**config.mk**
```make
export PLATFORM = sky130hd
export DESIGN_NAME = mdgis_popcnt
export DESIGN_NICKNAME = d
export VERILOG_FILES = /design/src/hdl/mdgis_pkg.sv /design/src/hdl/mdgis_popcnt.sv
export SDC_FILE = /design/constraint.sdc
export NUM_CORES = 1
export LEC_CHECK = 0
export BUFFER_PORTS_ARGS = -buffer_cell sky130_fd_sc_hd__buf_2
export CAP_MARGIN = 25
export CORE_ASPECT_RATIO = 0.75
export CORE_MARGIN = 2
export CORE_UTILIZATION = 50
export CTS_BUF_LIST = sky130_fd_sc_hd__clkbuf_8
export DETAILED_ROUTE_END_ITERATION = 10
export PLACE_DENSITY = 0.8
export SLEW_MARGIN = 20
export SYNTH_ARGS = -nofsm -noshare
export SYNTH_HDL_FRONTEND = slang
export SYNTH_SLANG_ARGS = --single-unit
export TNS_END_PERCENT = 20
```
**constraint.sdc**
```tcl
create_clock -name clock -period 3.33 [get_ports clock]
set_input_delay 0.333 -clock clock [delete_from_list [all_inputs] [get_ports clock]]
set_output_delay 0.333 -clock clock [all_outputs]
set_load 0.02 [all_outputs]
```
**src/hdl/mdgis_pkg.sv**
```systemverilog
`timescale 1ns / 1ps
// ----------------------------------------------------------------------------
// mdgis_pkg
// Shared widths, codes and hand-off types of the min-degree greedy
// independent set unit.
// ----------------------------------------------------------------------------
package mdgis_pkg;

   localparam int MAX_NODES  = 64;
   localparam int IDX_W      = 6;
   localparam int CNT_W      = 7;
   localparam int ROW_W      = 64;
   localparam int DEG_W      = 7;
   localparam int LFSR_W     = 16;
   localparam int CSR_IDX_W  = 2;
   localparam int CSR_DATA_W = 16;

   localparam logic OP_LOAD = 1'b0;
   localparam logic OP_RUN  = 1'b1;

   localparam logic [CSR_IDX_W-1:0] CSR_NODE_COUNT = 2'd0;
   localparam logic [CSR_IDX_W-1:0] CSR_TIE_MODE   = 2'd1;
   localparam logic [CSR_IDX_W-1:0] CSR_LFSR_SEED  = 2'd2;

   localparam logic [LFSR_W-1:0] LFSR_TAPS = 16'hB400;

   typedef struct packed {
      logic [IDX_W-1:0]  idx;
      logic [CNT_W-1:0]  divisor;
      logic [LFSR_W-1:0] dividend;
   } mod_req_type;

   typedef struct packed {
      logic             valid;
      logic             win;
      logic [IDX_W-1:0] idx;
   } mod_rsp_type;

   typedef struct packed {
      logic             valid;
      logic [IDX_W-1:0] idx;
      logic [DEG_W-1:0] degree;
   } pop_rsp_type;

endpackage

```
**src/hdl/mdgis_popcnt.sv**
```systemverilog
`timescale 1ns / 1ps
// ----------------------------------------------------------------------------
// mdgis_popcnt
// Two-stage degree counter: popcount of a row with its self bit masked.
// ----------------------------------------------------------------------------
module mdgis_popcnt (
   input  logic                      clock,
   input  logic                      reset,
   input  logic                      in_valid,
   input  logic [mdgis_pkg::IDX_W-1:0] in_idx,
   input  logic [mdgis_pkg::ROW_W-1:0] in_row,
   output mdgis_pkg::pop_rsp_type    out,
   output logic                      busy
);
   import mdgis_pkg::*;

   localparam int NBYTES = ROW_W / 8;

   logic                     s1_valid_ff;
   logic [IDX_W-1:0]         s1_idx_ff;
   logic [NBYTES-1:0][3:0]   s1_cnt_ff;
   logic [NBYTES-1:0][3:0]   s1_cnt_in;
   logic                     s2_valid_ff;
   logic [IDX_W-1:0]         s2_idx_ff;
   logic [DEG_W-1:0]         s2_deg_ff;
   logic [DEG_W-1:0]         s2_deg_in;
   logic [ROW_W-1:0]         masked;

   always_comb begin
      for (int i = 0; i < ROW_W; i++) begin
         masked[i] = in_row[i] && (IDX_W'(i) != in_idx);
      end
      for (int b = 0; b < NBYTES; b++) begin
         s1_cnt_in[b] = '0;
         for (int j = 0; j < 8; j++) begin
            s1_cnt_in[b] = s1_cnt_in[b] + {3'd0, masked[b*8+j]};
         end
      end
   end

   always_comb begin
      s2_deg_in = '0;
      for (int b = 0; b < NBYTES; b++) begin
         s2_deg_in = s2_deg_in + DEG_W'(s1_cnt_ff[b]);
      end
   end

   always_ff @(posedge clock) begin
      if (reset) begin
         s1_valid_ff <= 1'b0;
         s2_valid_ff <= 1'b0;
      end else begin
         s1_valid_ff <= in_valid;
         s2_valid_ff <= s1_valid_ff;
      end
      s1_idx_ff <= in_idx;
      s1_cnt_ff <= s1_cnt_in;
      s2_idx_ff <= s1_idx_ff;
      s2_deg_ff <= s2_deg_in;
   end

   assign out.valid  = s2_valid_ff;
   assign out.idx    = s2_idx_ff;
   assign out.degree = s2_deg_ff;
   assign busy       = s1_valid_ff || s2_valid_ff;

endmodule

```
==> reports/summary.txt <==
Status: finished with violations
Violated checks: negative setup slack
Setup crit start: s1_cnt_ff[2]
Die outline height: 79.1 um
First-pass iteration count of the detailed router: 4
Synth Cell Area: 3760 um2
Avg Cell Area, Syn: 10.6 um2
Most used cell, CP: fa_1
Maximum clock rate: 0.298 GHz
Setup ws final: -31.2 ps
CTS tree: built
CTS clk-pin slew, worst paths: 90 ps
Hold_ws: 193 ps
Area growth syn-to-layout: 25.2%
Pwr per Cell Area: 1180 nW/um2
Via density: 4.96
Final setup violation count: 2
Max Root-Sink Buffers: 2
Most frequent cell after synthesis: inv_1
Area leader, netlist: fa_1
GRT Residual Overflow: 0
Synth cell count leaders: 77 x inv_1, 55 x fa_1, 53 x dfxtp_1
RePlAce Congestion: 0.984
CP delay by family, top: adder cells
Setup WS pre-CTS: -384 ps
Share of Yosys cell area claimed by the top area cell type: 29.3%
Worst skew pair latency: 310 ps
Synth top area cells: fa_1 29%, dfxtp_1 28%, ha_1 10%
# diodes: 0
Routed WL: 8870 um
First-pass GRT wire length: 14,900 um
Post-synth EDFFs: 0
Largest net degree at the start of global routing: 16
H-tree levels: 2
Post-layout util: 64.2%
Wire length per cell: 15.5 um
Filler cell count: 618
Data arrival, critical path: 3620 ps
RSZ-0062 raised after global routing: true
Layout cells sized above 1: 32.8%
Starting DRT DRC Count: 85
Reg2reg start: s1_cnt_ff[2]
# IOs: 88
Setup TNS: -57.8 ps
Final Slew Violations: 0
Worst path slowest cell: fa_1
Vias in the first global route: 3,193
Worst hold start: reset
Synthesized instance count: 354
Post-synth cell types: 28
Crit path kind: flop to flop
Die Wd: 104 um
Req. time, crit path: 3590 ps
Post-synthesis sequential area ratio: 28.2%
Initial Util: 51.3%
Nets: 631
Site Rows: 27
Num Clock Sinks: 53
Port-buffer cells: 87
Clock skew: 8.15 ps
Buffer type at the clock tree root: clkbuf_8
Leak: 2.30 nW
Core ar.: 7330 um2
Drc violations: 0
Num CTS Buffers: 5
Final hold vios: 0
Endpoint class of the critical path: flop
Die area: 8240 um2
Ys async rst share: 0%
Post-route ant nets: 0
Max VDD drop: 1.49 mV
Via count: 2,842
Hold WC Path Type: primary input to flop
Yosys warnings: 0
Maxcap violations: 0
Final period util: 101%
Post-DP HPWL: 7650 um
Synth Register Bits: 53
Critical Path Start Type: flop
Bufs and invs on worst path: 3
Fin crit period: 3360 ps
Worst path max stage delay: 550 ps
GRT Total Usage: 23.8%
Worst slew pin tran: 696 ps
Worst-path fanout max: 2
Initial antenna violation count: 0
Critical Path, Cell by Cell: fa_1 > inv_1 > fa_1 > fa_1 > fa_1 > inv_1 > ha_2 > inv_1 > fa_2 > nor2b_1 > o21ai_0 > nand2b_1
Slew HR: 53.2%
Post-Syn Nets: 513
Main synth FF type: dfxtp_1
==> metal layers <==
metal	routed length, um	GRT usage, %	vias up
met2	4170	40.5	117
met5	0	0	-
li1	-	-	1344
met4	104	4.86	0
met3	803	4.52	13
met1	3800	32.3	1368
==> path summary, 6_finish.rpt <==
kind | to | slack [ps] | cells past startpoint
worst min register to register | s2_idx_ff[4] | 330 | 0
worst max-delay path | s2_deg_ff[6] | -30 | 12
worst max register to register | s2_deg_ff[6] | -30 | 12
worst min-delay path | s1_valid_ff | 190 | 2
==> flip-flops by register name, indices dropped and copies added, names as in the netlist <==
name and count:
s1_valid_ff 1, s2_idx_ff 6, s2_deg_ff 7, s2_valid_ff 1, s1_idx_ff 6, s1_cnt_ff 32
==> power breakdown <==
| group | switching, mW | internal (mW) | leakage [nW] |
|---|---|---|---|
| logic | 2.15 | 2.00 | 1.81 |
| clock network | 0.206 | 0.165 | 0.0433 |
| registers | 0.0830 | 0.930 | 0.445 |
| total | 2.44 | 3.09 | 2.30 |
==> placed cells by master (no fill, tap or decap), drive strengths merged, types with 9 or more instances in the layout <==
cell type | Yosys | routed
buf | 5 | 117
inv | 77 | 77
fa | 55 | 55
dfxtp | 53 | 53
a21boi | 36 | 36
ha | 31 | 31
o21a | 22 | 22
nor2b | 16 | 16
a21oi | 9 | 9
==> cells by family (layout without fill, tap and decap cells) <==
group / after synthesis / after routing / synth area share (%)
XOR/XNOR: 10 / 10 / 2.33
flip-flops: 53 / 53 / 28.2
AO/OA/AOI/OAI: 75 / 75 / 13.9
adder cells (fa/ha/maj): 86 / 86 / 39.6
AND/OR/NAND/NOR: 45 / 45 / 7.12
buffers and inverters: 85 / 203 / 8.85
==> final cells by class <==
class	instances	area [um2]	area share [%]
clock buffers	6	82.6	1.75
repair buffers	119	681	14.5
inverters	77	289	6.14
clock inverters	1	7.51	0.159
multi-input cells	216	2460	52.2
well taps	101	126	2.68
flip-flops and latches	53	1060	22.6
==> what timing repair did <==
| action | 4_1_cts | 5_1_grt |
|---|---|---|
| hold buffers | 0 | 0 |
| setup buffers | 0 | 2 |
| gates resized for setup | 7 | 18 |
| endpoints found under the setup margin | 7 | 19 |
| hold endpoints to repair | 0 | 0 |
| pin swaps | 7 | 8 |
==> stage by stage <==
| stage | power (mW) | instances | area, um2 |
|---|---|---|---|
| after floorplan | 3.82 | 354 | 3810 |
| after global placement | 4.51 | 564 | 4540 |
| after detailed placement | 4.93 | 564 | 4540 |
| after CTS | 5.59 | 571 | 4650 |
| after global routing | 6.34 | 573 | 4710 |
| final | 5.54 | 573 | 4710 |
No activity file was read; power rests on OpenSTA's default activity.
