$ cat src/hdl/mdgis_pkg.sv
`timescale 1ns / 1ps
// ----------------------------------------------------------------------------
// mdgis_pkg
// Shared widths, codes and hand-off types of the min-degree greedy
// independent set unit.
// ----------------------------------------------------------------------------
package mdgis_pkg;

   localparam int MAX_NODES  = 64;
   localparam int IDX_W      = 6;
   localparam int CNT_W      = 7;
   localparam int ROW_W      = 64;
   localparam int DEG_W      = 7;
   localparam int LFSR_W     = 16;
   localparam int CSR_IDX_W  = 2;
   localparam int CSR_DATA_W = 16;

   localparam logic OP_LOAD = 1'b0;
   localparam logic OP_RUN  = 1'b1;

   localparam logic [CSR_IDX_W-1:0] CSR_NODE_COUNT = 2'd0;
   localparam logic [CSR_IDX_W-1:0] CSR_TIE_MODE   = 2'd1;
   localparam logic [CSR_IDX_W-1:0] CSR_LFSR_SEED  = 2'd2;

   localparam logic [LFSR_W-1:0] LFSR_TAPS = 16'hB400;

   typedef struct packed {
      logic [IDX_W-1:0]  idx;
      logic [CNT_W-1:0]  divisor;
      logic [LFSR_W-1:0] dividend;
   } mod_req_type;

   typedef struct packed {
      logic             valid;
      logic             win;
      logic [IDX_W-1:0] idx;
   } mod_rsp_type;

   typedef struct packed {
      logic             valid;
      logic [IDX_W-1:0] idx;
      logic [DEG_W-1:0] degree;
   } pop_rsp_type;

endpackage

$ cat src/hdl/mdgis_mod_pipe.sv
`timescale 1ns / 1ps
// ----------------------------------------------------------------------------
// mdgis_mod_pipe
// Two-stage restoring remainder of the tie LFSR by the tie count; a zero
// remainder marks the candidate as the new pick.
// ----------------------------------------------------------------------------
module mdgis_mod_pipe (
   input  logic                   clock,
   input  logic                   reset,
   input  logic                   in_valid,
   input  mdgis_pkg::mod_req_type in_req,
   output mdgis_pkg::mod_rsp_type out,
   output logic                   busy
);
   import mdgis_pkg::*;

   localparam int HALF = LFSR_W / 2;

   logic                 s1_valid_ff;
   logic [IDX_W-1:0]     s1_idx_ff;
   logic [CNT_W-1:0]     s1_div_ff;
   logic [HALF-1:0]      s1_low_ff;
   logic [CNT_W-1:0]     s1_rem_ff;
   logic [CNT_W-1:0]     s1_rem_in;
   logic                 s2_valid_ff;
   logic [IDX_W-1:0]     s2_idx_ff;
   logic                 s2_win_ff;
   logic [CNT_W-1:0]     s2_rem;
   logic [CNT_W:0]       part_a;
   logic [CNT_W:0]       part_b;

   // upper half of the dividend
   always_comb begin
      s1_rem_in = '0;
      part_a    = '0;
      for (int k = LFSR_W - 1; k >= HALF; k--) begin
         part_a = {s1_rem_in, in_req.dividend[k]};
         if (part_a >= {1'b0, in_req.divisor}) begin
            part_a = part_a - {1'b0, in_req.divisor};
         end
         s1_rem_in = part_a[CNT_W-1:0];
      end
   end

   // lower half
   always_comb begin
      s2_rem = s1_rem_ff;
      part_b = '0;
      for (int k = HALF - 1; k >= 0; k--) begin
         part_b = {s2_rem, s1_low_ff[k]};
         if (part_b >= {1'b0, s1_div_ff}) begin
            part_b = part_b - {1'b0, s1_div_ff};
         end
         s2_rem = part_b[CNT_W-1:0];
      end
   end

   always_ff @(posedge clock) begin
      if (reset) begin
         s1_valid_ff <= 1'b0;
         s2_valid_ff <= 1'b0;
      end else begin
         s1_valid_ff <= in_valid;
         s2_valid_ff <= s1_valid_ff;
      end
      s1_idx_ff <= in_req.idx;
      s1_div_ff <= in_req.divisor;
      s1_low_ff <= in_req.dividend[HALF-1:0];
      s1_rem_ff <= s1_rem_in;
      s2_idx_ff <= s1_idx_ff;
      s2_win_ff <= (s2_rem == '0);
   end

   assign out.valid = s2_valid_ff;
   assign out.win   = s2_win_ff;
   assign out.idx   = s2_idx_ff;
   assign busy      = s1_valid_ff || s2_valid_ff;

endmodule
$ cat config.mk
export PLATFORM = sky130hd
export DESIGN_NAME = mdgis_mod_pipe
export DESIGN_NICKNAME = d
export VERILOG_FILES = /design/src/hdl/mdgis_pkg.sv /design/src/hdl/mdgis_mod_pipe.sv
export SDC_FILE = /design/constraint.sdc
export NUM_CORES = 1
export LEC_CHECK = 0
export BUFFER_PORTS_ARGS = -buffer_cell sky130_fd_sc_hd__clkbuf_2
export CAP_MARGIN = 40
export CORE_MARGIN = 3
export CORE_UTILIZATION = 35
export DETAILED_ROUTE_END_ITERATION = 12
export PLACE_DENSITY_LB_ADDON = 0.2
export SLEW_MARGIN = 15
export SYNTH_ARGS = -nofsm -noshare
export SYNTH_HDL_FRONTEND = slang
export SYNTH_SLANG_ARGS = --single-unit
$ cat constraint.sdc
create_clock -name clock -period 24.6 [get_ports clock]
set_clock_uncertainty 0.2 [all_clocks]
set_input_delay 1.23 -clock clock [delete_from_list [all_inputs] [get_ports clock]]
set_output_delay 1.23 -clock clock [all_outputs]
set_load 0.01 [all_outputs]
==> results.yml, run 1 <==
floorplan:
  rows: 49
  io_pins: 41
  floorplan.core_area_um2: 18300
  die_h_um: 143
  die_w_um: 143
  die_area_um2: 20600
  initial_core_util: 0.362
synthesis:
  muxShareOfSynthArea: 0.104
  synthXorXnorAreaFrac: 0.0809
  syn_area_per_cell_um2: 8.34
  synth_top_area_frac: 0.203
  synth_compound_area_frac: 0.246
  synth_nets: 946
  yosys.area.top_type: "ha_1"
  synth_flop_cell: "dfxtp_1"
  ys_seq_elements: 37
  synth.yosys.seq_area_share: 0.112
  synth.distinct_cells: 75
  yosys_warnings: 0
  ys_top_cells_by_area: "ha_1 (20%), dfxtp_1 (11%), mux2_2 (5.3%), mux2i_1 (4.8%), fa_1 (4.5%)"
  synth_edf_count: 0
  syn_area_um2: 6610
  async_flop_share: 0
  syn_inst: 792
  yosysMostFrequentCell: "ha_1"
  synth_top_family_by_area: "adder cells"
  synth_fa_ha_area_frac: 0.248
  synth_common_cells: "ha_1 (107), inv_1 (75), a21oi_1 (56), nand2_1 (47), o21ai_0 (44)"
  synth_simple_gate_area_frac: 0.156
setup_path:
  crit_family: "compound AO/OA/AOI/OAI gates"
  max_stage_delay_ns: 0.70
  start_kind: "register"
  required_ns: 24.60
  cp_slowest_cell: "dfxtp_1"
  crit_path_max_fanout: 13
  cp_common_cell: "o21ai_0"
  cp_data_arrival_time_ns: 19.18
  critPathBufInv: 3
  end_kind: "register"
  worstSetupPathType: "register to register"
clock_network:
  clkTransAtPathRegs_ns: 0.07
  cts_tree: "yes"
  ctsHoldBuffers: 0
  cts_buffer_depth: 2
  cts_setup_buffers: 0
  clock-sinks: 37
  postCtsResizedCells: 0
  cts-htree-levels: 2
  insertion_delay_ns: 0.30
  cts_buffers: 5
  cts_root_buf: "clkbuf_16"
layout:
  design_area_um2: 7210
  fillers: 1885
  layout-drive-gt1-share: 0.130
  nets: 984
  areaGrowthSynthToFinish_pct: 9.15
  antennaDiodeCount: 0
timing:
  hold_violations: 0
  finalCritPeriodShare: 0.780
  worst_pin_slew_ns: 0.882
  setup_tns_ns: 0
  fin_crit_ns: 19.18
  setup-violations-final: 0
  slew_headroom: 0.410
  drv_slew: 0
  max_freq_mhz: 52.1
  rsz0062_at_grt: "false"
global_routing:
  grt_max_degree: 15
  antenna_found_initial: 0
  grt_pass1_wl_um: 27900
  grt_pass1_vias: 5493
  track_usage: 0.167
  grt-ovfl-total: 0
outcome:
  outcome: "finished, final reports clean"
routing:
  avgRoutedWirePerCell_um: 16.1
  via_per_inst: 5.36
  route.detailed.drc: 0
  wl_um: 17100
  ant_nets: 0
  dr.pass1.iters: 4
  drtIter0Drc: 223
  vias: 5681
job:
  maxCapViolCount: 0
worst_hold_path:
  hold_path_class: "register to register"
placement:
  dpl.hpwl_um: 13900
  gp_congestion: 0.865
  portBuffers: 40
  place_area_um2: 7040
[worst paths after layout]
check                            start              endpoint  slack (ns)  cells past startpoint
setup / recovery  s1_div_ff[1]$_DFF_P_     s2_win_ff$_DFF_P_        5.42                     71
hold / removal    s1_idx_ff[3]$_DFF_P_  s2_idx_ff[3]$_DFF_P_        0.12                      0
setup reg to reg  s1_div_ff[1]$_DFF_P_     s2_win_ff$_DFF_P_        5.42                     71
hold reg to reg   s1_idx_ff[3]$_DFF_P_  s2_idx_ff[3]$_DFF_P_        0.12                      0
[metal layers]
layer | vias up | global-route usage | part of all wire
met5 | - | 0 | 0
met1 | 2632 | 0.230 | 0.50
met4 | 0 | 0.0382 | 0.014
met3 | 12 | 0.0136 | 0.021
met2 | 64 | 0.285 | 0.47
li1 | 2973 | - | -
[cell type report]
type                       count  area [µm²]  area share
clock inverter                 3        46.3     0.00642
timing repair buffer          42         215      0.0298
clock buffer                   5         125      0.0174
multi-input combinational    669        5520       0.765
tap                          229         287      0.0397
inverter                      75         282      0.0390
sequential                    37         741       0.103
[cell families (layout without fill, tap and decap cells)]
logic type | count (synthesis) | count (layout)
multiplexers | 64 | 64
buffers and inverters | 86 | 125
adder cells (fa/ha/maj) | 122 | 122
flip-flops | 37 | 37
AO/OA/AOI/OAI | 228 | 228
AND/OR/NAND/NOR | 194 | 194
XOR/XNOR | 61 | 61
[metrics by stage]
stage / cells / util / hold WS [ns] / setup WS, ns
floorplan: 792 / - / 0.110 / 8.14
global placement: 1052 / 0.385 / 0.111 / 5.41
detailed placement: 1052 / 0.385 / 0.115 / 5.55
CTS: 1060 / 0.395 / 0.119 / 5.44
global route: 1060 / 0.395 / 0.132 / 3.66
finish: 1060 / 0.395 / 0.117 / 5.42
[registers in the layout, summed over array words and instances, names as in the netlist]
| signal | flops |
|---|---|
| s1_div_ff | 7 |
| s1_valid_ff | 1 |
| s2_valid_ff | 1 |
| s2_idx_ff | 6 |
| s1_rem_ff | 7 |
| s1_low_ff | 8 |
| s1_idx_ff | 6 |
| s2_win_ff | 1 |
[cell usage in the layout (no fill, tap or decap), types with 7 or more instances in the layout]
cell type | netlist | routed
ha_1 | 107 | 107
inv_1 | 75 | 75
a21oi_1 | 56 | 56
nand2_1 | 47 | 47
o21ai_0 | 44 | 44
clkbuf_2 | 0 | 40
a21o_1 | 37 | 37
dfxtp_1 | 37 | 37
nor2_1 | 34 | 34
xnor2_1 | 33 | 33
mux2i_1 | 32 | 32
mux2_2 | 31 | 31
xor2_1 | 28 | 28
nor2b_1 | 23 | 23
nand2b_1 | 16 | 16
fa_1 | 15 | 15
nand4_1 | 14 | 14
nand3_1 | 13 | 13
o21a_1 | 10 | 10
o21bai_1 | 10 | 10
nor3_1 | 10 | 10
or3_1 | 7 | 7
o211ai_1 | 7 | 7
Power of run 1 is left out: the tool's default activity adds up to more than one toggle a clock period on the data nets, which glitch-free logic cannot reach.
==> run 2: changes to the inputs <==
Settings changed: ABC_AREA set to 1.
Clock period 24.6 ns to 19 ns, I/O delays scaled along.
==> run 2 against run 1 <==
  * Flip-flop and latch count unchanged
  * First-iteration DRC count increased by 6.3%
  * Core utilization rose by 0.27 points
  * Critical path type is now input port to register
  * Largest cell class unchanged
  * Highest routed layer unchanged
==> results.yml, run 2 <==
clock_network:
  ctsHoldBuffers: 0
  cts-htree-levels: 2
  cts_tree: "yes"
  cts_setup_buffers: 0
  cts_root_buf: "clkbuf_16"
  insertion_delay_ns: 0.29
  clock-sinks: 37
  cts_buffer_depth: 2
  clkTransAtPathRegs_ns: 0.06
  cts_buffers: 5
  postCtsResizedCells: 0
synthesis:
  ys_top_cells_by_area: "ha_1 (20%), nand2_1 (14%), dfxtp_1 (11%), inv_1 (10%), nand3_1 (5.7%)"
  synth.distinct_cells: 50
  async_flop_share: 0
  synth.yosys.seq_area_share: 0.111
  synth_common_cells: "nand2_1 (258), inv_1 (178), ha_1 (107), nand3_1 (76), a21oi_1 (57)"
  syn_area_um2: 6690
  synth_nets: 1161
  yosysMostFrequentCell: "nand2_1"
  synth_flop_cell: "dfxtp_1"
  synth_top_area_frac: 0.200
  yosys_warnings: 0
  syn_area_per_cell_um2: 6.64
  ys_seq_elements: 37
  syn_inst: 1007
  yosys.area.top_type: "ha_1"
  synth_edf_count: 0
layout:
  areaGrowthSynthToFinish_pct: 9.22
  top_register: "s1_low_ff"
  antennaDiodeCount: 0
  nets: 1203
  largest_register_ffs: 8
  final_cell_mix: "nand2_1 (258), inv_1 (178), ha_1 (107)"
  reg.largest.list: "s1_low_ff x8, s1_div_ff x7, s1_rem_ff x7"
  layout-drive-gt1-share: 0.104
  final_common_cell: "nand2_1"
job:
  maxCapViolCount: 0
routing:
  via_per_inst: 4.82
  avgRoutedWirePerCell_um: 13.1
  vias: 6168
  drtIter0Drc: 237
  ant_nets: 0
  dr.pass1.iters: 4
  route.detailed.drc: 0
  wl_um: 16700
global_routing:
  grt_max_degree: 16
  grt-ovfl-total: 0
  grt_pass1_wl_um: 28500
  track_usage: 0.169
  antenna_found_initial: 0
  grt_pass1_vias: 6076
timing:
  max_freq_mhz: 65.9
  slew_headroom: 0.496
  rsz0062_at_grt: "false"
  drv_slew: 0
  fin_crit_ns: 15.17
  worst_pin_slew_ns: 0.746
  finalCritPeriodShare: 0.798
  setup_tns_ns: 0
  hold_violations: 0
  timing.hold.ws_ns: 0.127
  setup-violations-final: 0
setup_path:
  end_kind: "register"
  start_kind: "input port"
  critPathBufInv: 10
  reg2reg_from: "s1_div_ff[1]$_DFF_P_"
  crit_family: "compound AO/OA/AOI/OAI gates"
  crit_path_max_fanout: 15
  crit_start: "in_req[17]"
  cp_slowest_cell: "inv_1"
  cp_data_arrival_time_ns: 15.20
  max_stage_delay_ns: 0.56
  required_ns: 19.03
  worstSetupPathType: "input port to register"
  cp_common_cell: "a21oi_1"
placement:
  portBuffers: 40
  dpl.hpwl_um: 13800
  gp_congestion: 0.862
worst_hold_path:
  hold_path_class: "register to register"
  min_from: "s1_idx_ff[4]$_DFF_P_"
outcome:
  outcome: "finished, final reports clean"
floorplan:
  rows: 49
  floorplan.core_area_um2: 18400
  die_area_um2: 20800
  io_pins: 41
  die_h_um: 144
  die_w_um: 144
  initial_core_util: 0.364
run 2: cell types whose count changed after synthesis, moves of 31 or more:
| cell | before | now |
|---|---|---|
| a21o_1 | 37 | 4 |
| inv_1 | 75 | 178 |
| mux2_2 | 31 | 0 |
| mux2i_1 | 32 | 0 |
| nand2_1 | 47 | 258 |
| nand3_1 | 13 | 76 |
run 2: metal layers:
layer / vias up / wire [µm] / GRT usage
li1: 3349 / - / -
met1: 2738 / 7930 / 0.215
met2: 69 / 8220 / 0.309
met3: 12 / 428 / 0.0155
met4: 0 / 173 / 0.0363
met5: - / 0 / 0
run 2: per-stage QoR:
step	cell area, µm²	worst slack [ns]	cells	utilization
2_1_floorplan	6690	5.74	1007	-
3_3_place_gp	7140	3.36	1271	0.388
3_5_place_dp	7140	3.49	1271	0.388
4_1_cts	7310	3.73	1279	0.397
5_1_grt	7310	2.02	1279	0.397
6_report	7310	3.83	1279	0.397
run 2: cell type report:
cell class	count	area, µm²
tap	229	287
clock inverter	3	43.8
sequential	37	741
inverter	186	701
timing repair buffer	40	200
multi-input combinational	779	5210
clock buffer	5	125
fill	1966	11100
run 2: path summary, 6_finish.rpt:
| path | to | slack [ns] | cells after the start |
|---|---|---|---|
| worst max-delay path | s1_rem_ff[0]$_DFF_P_ | 3.83 | 76 |
| worst min-delay path | s2_idx_ff[4]$_DFF_P_ | 0.13 | 0 |
| worst max register to register | s2_win_ff$_DFF_P_ | 4.66 | 86 |
| worst min register to register | s2_idx_ff[4]$_DFF_P_ | 0.13 | 0 |
run 2: cells by family after synthesis:
group	share of synthesized area
simple gates	0.323
flops	0.111
xor+xnor	0.0812
fa+ha+maj	0.245
compound gates	0.130
buf+inv	0.111
run 2: worst reg2reg max path, delay by kind of cell (launching register included):
family / cells / cell delay, ns
AOI/OAI and AO/OA: 25 / 4.78
buffers and inverters: 11 / 1.26
DFF: 1 / 0.75
and+or+nand+nor: 42 / 4.13
adders and majority gates: 8 / 3.22
Power of run 2 is left out for the same reason.
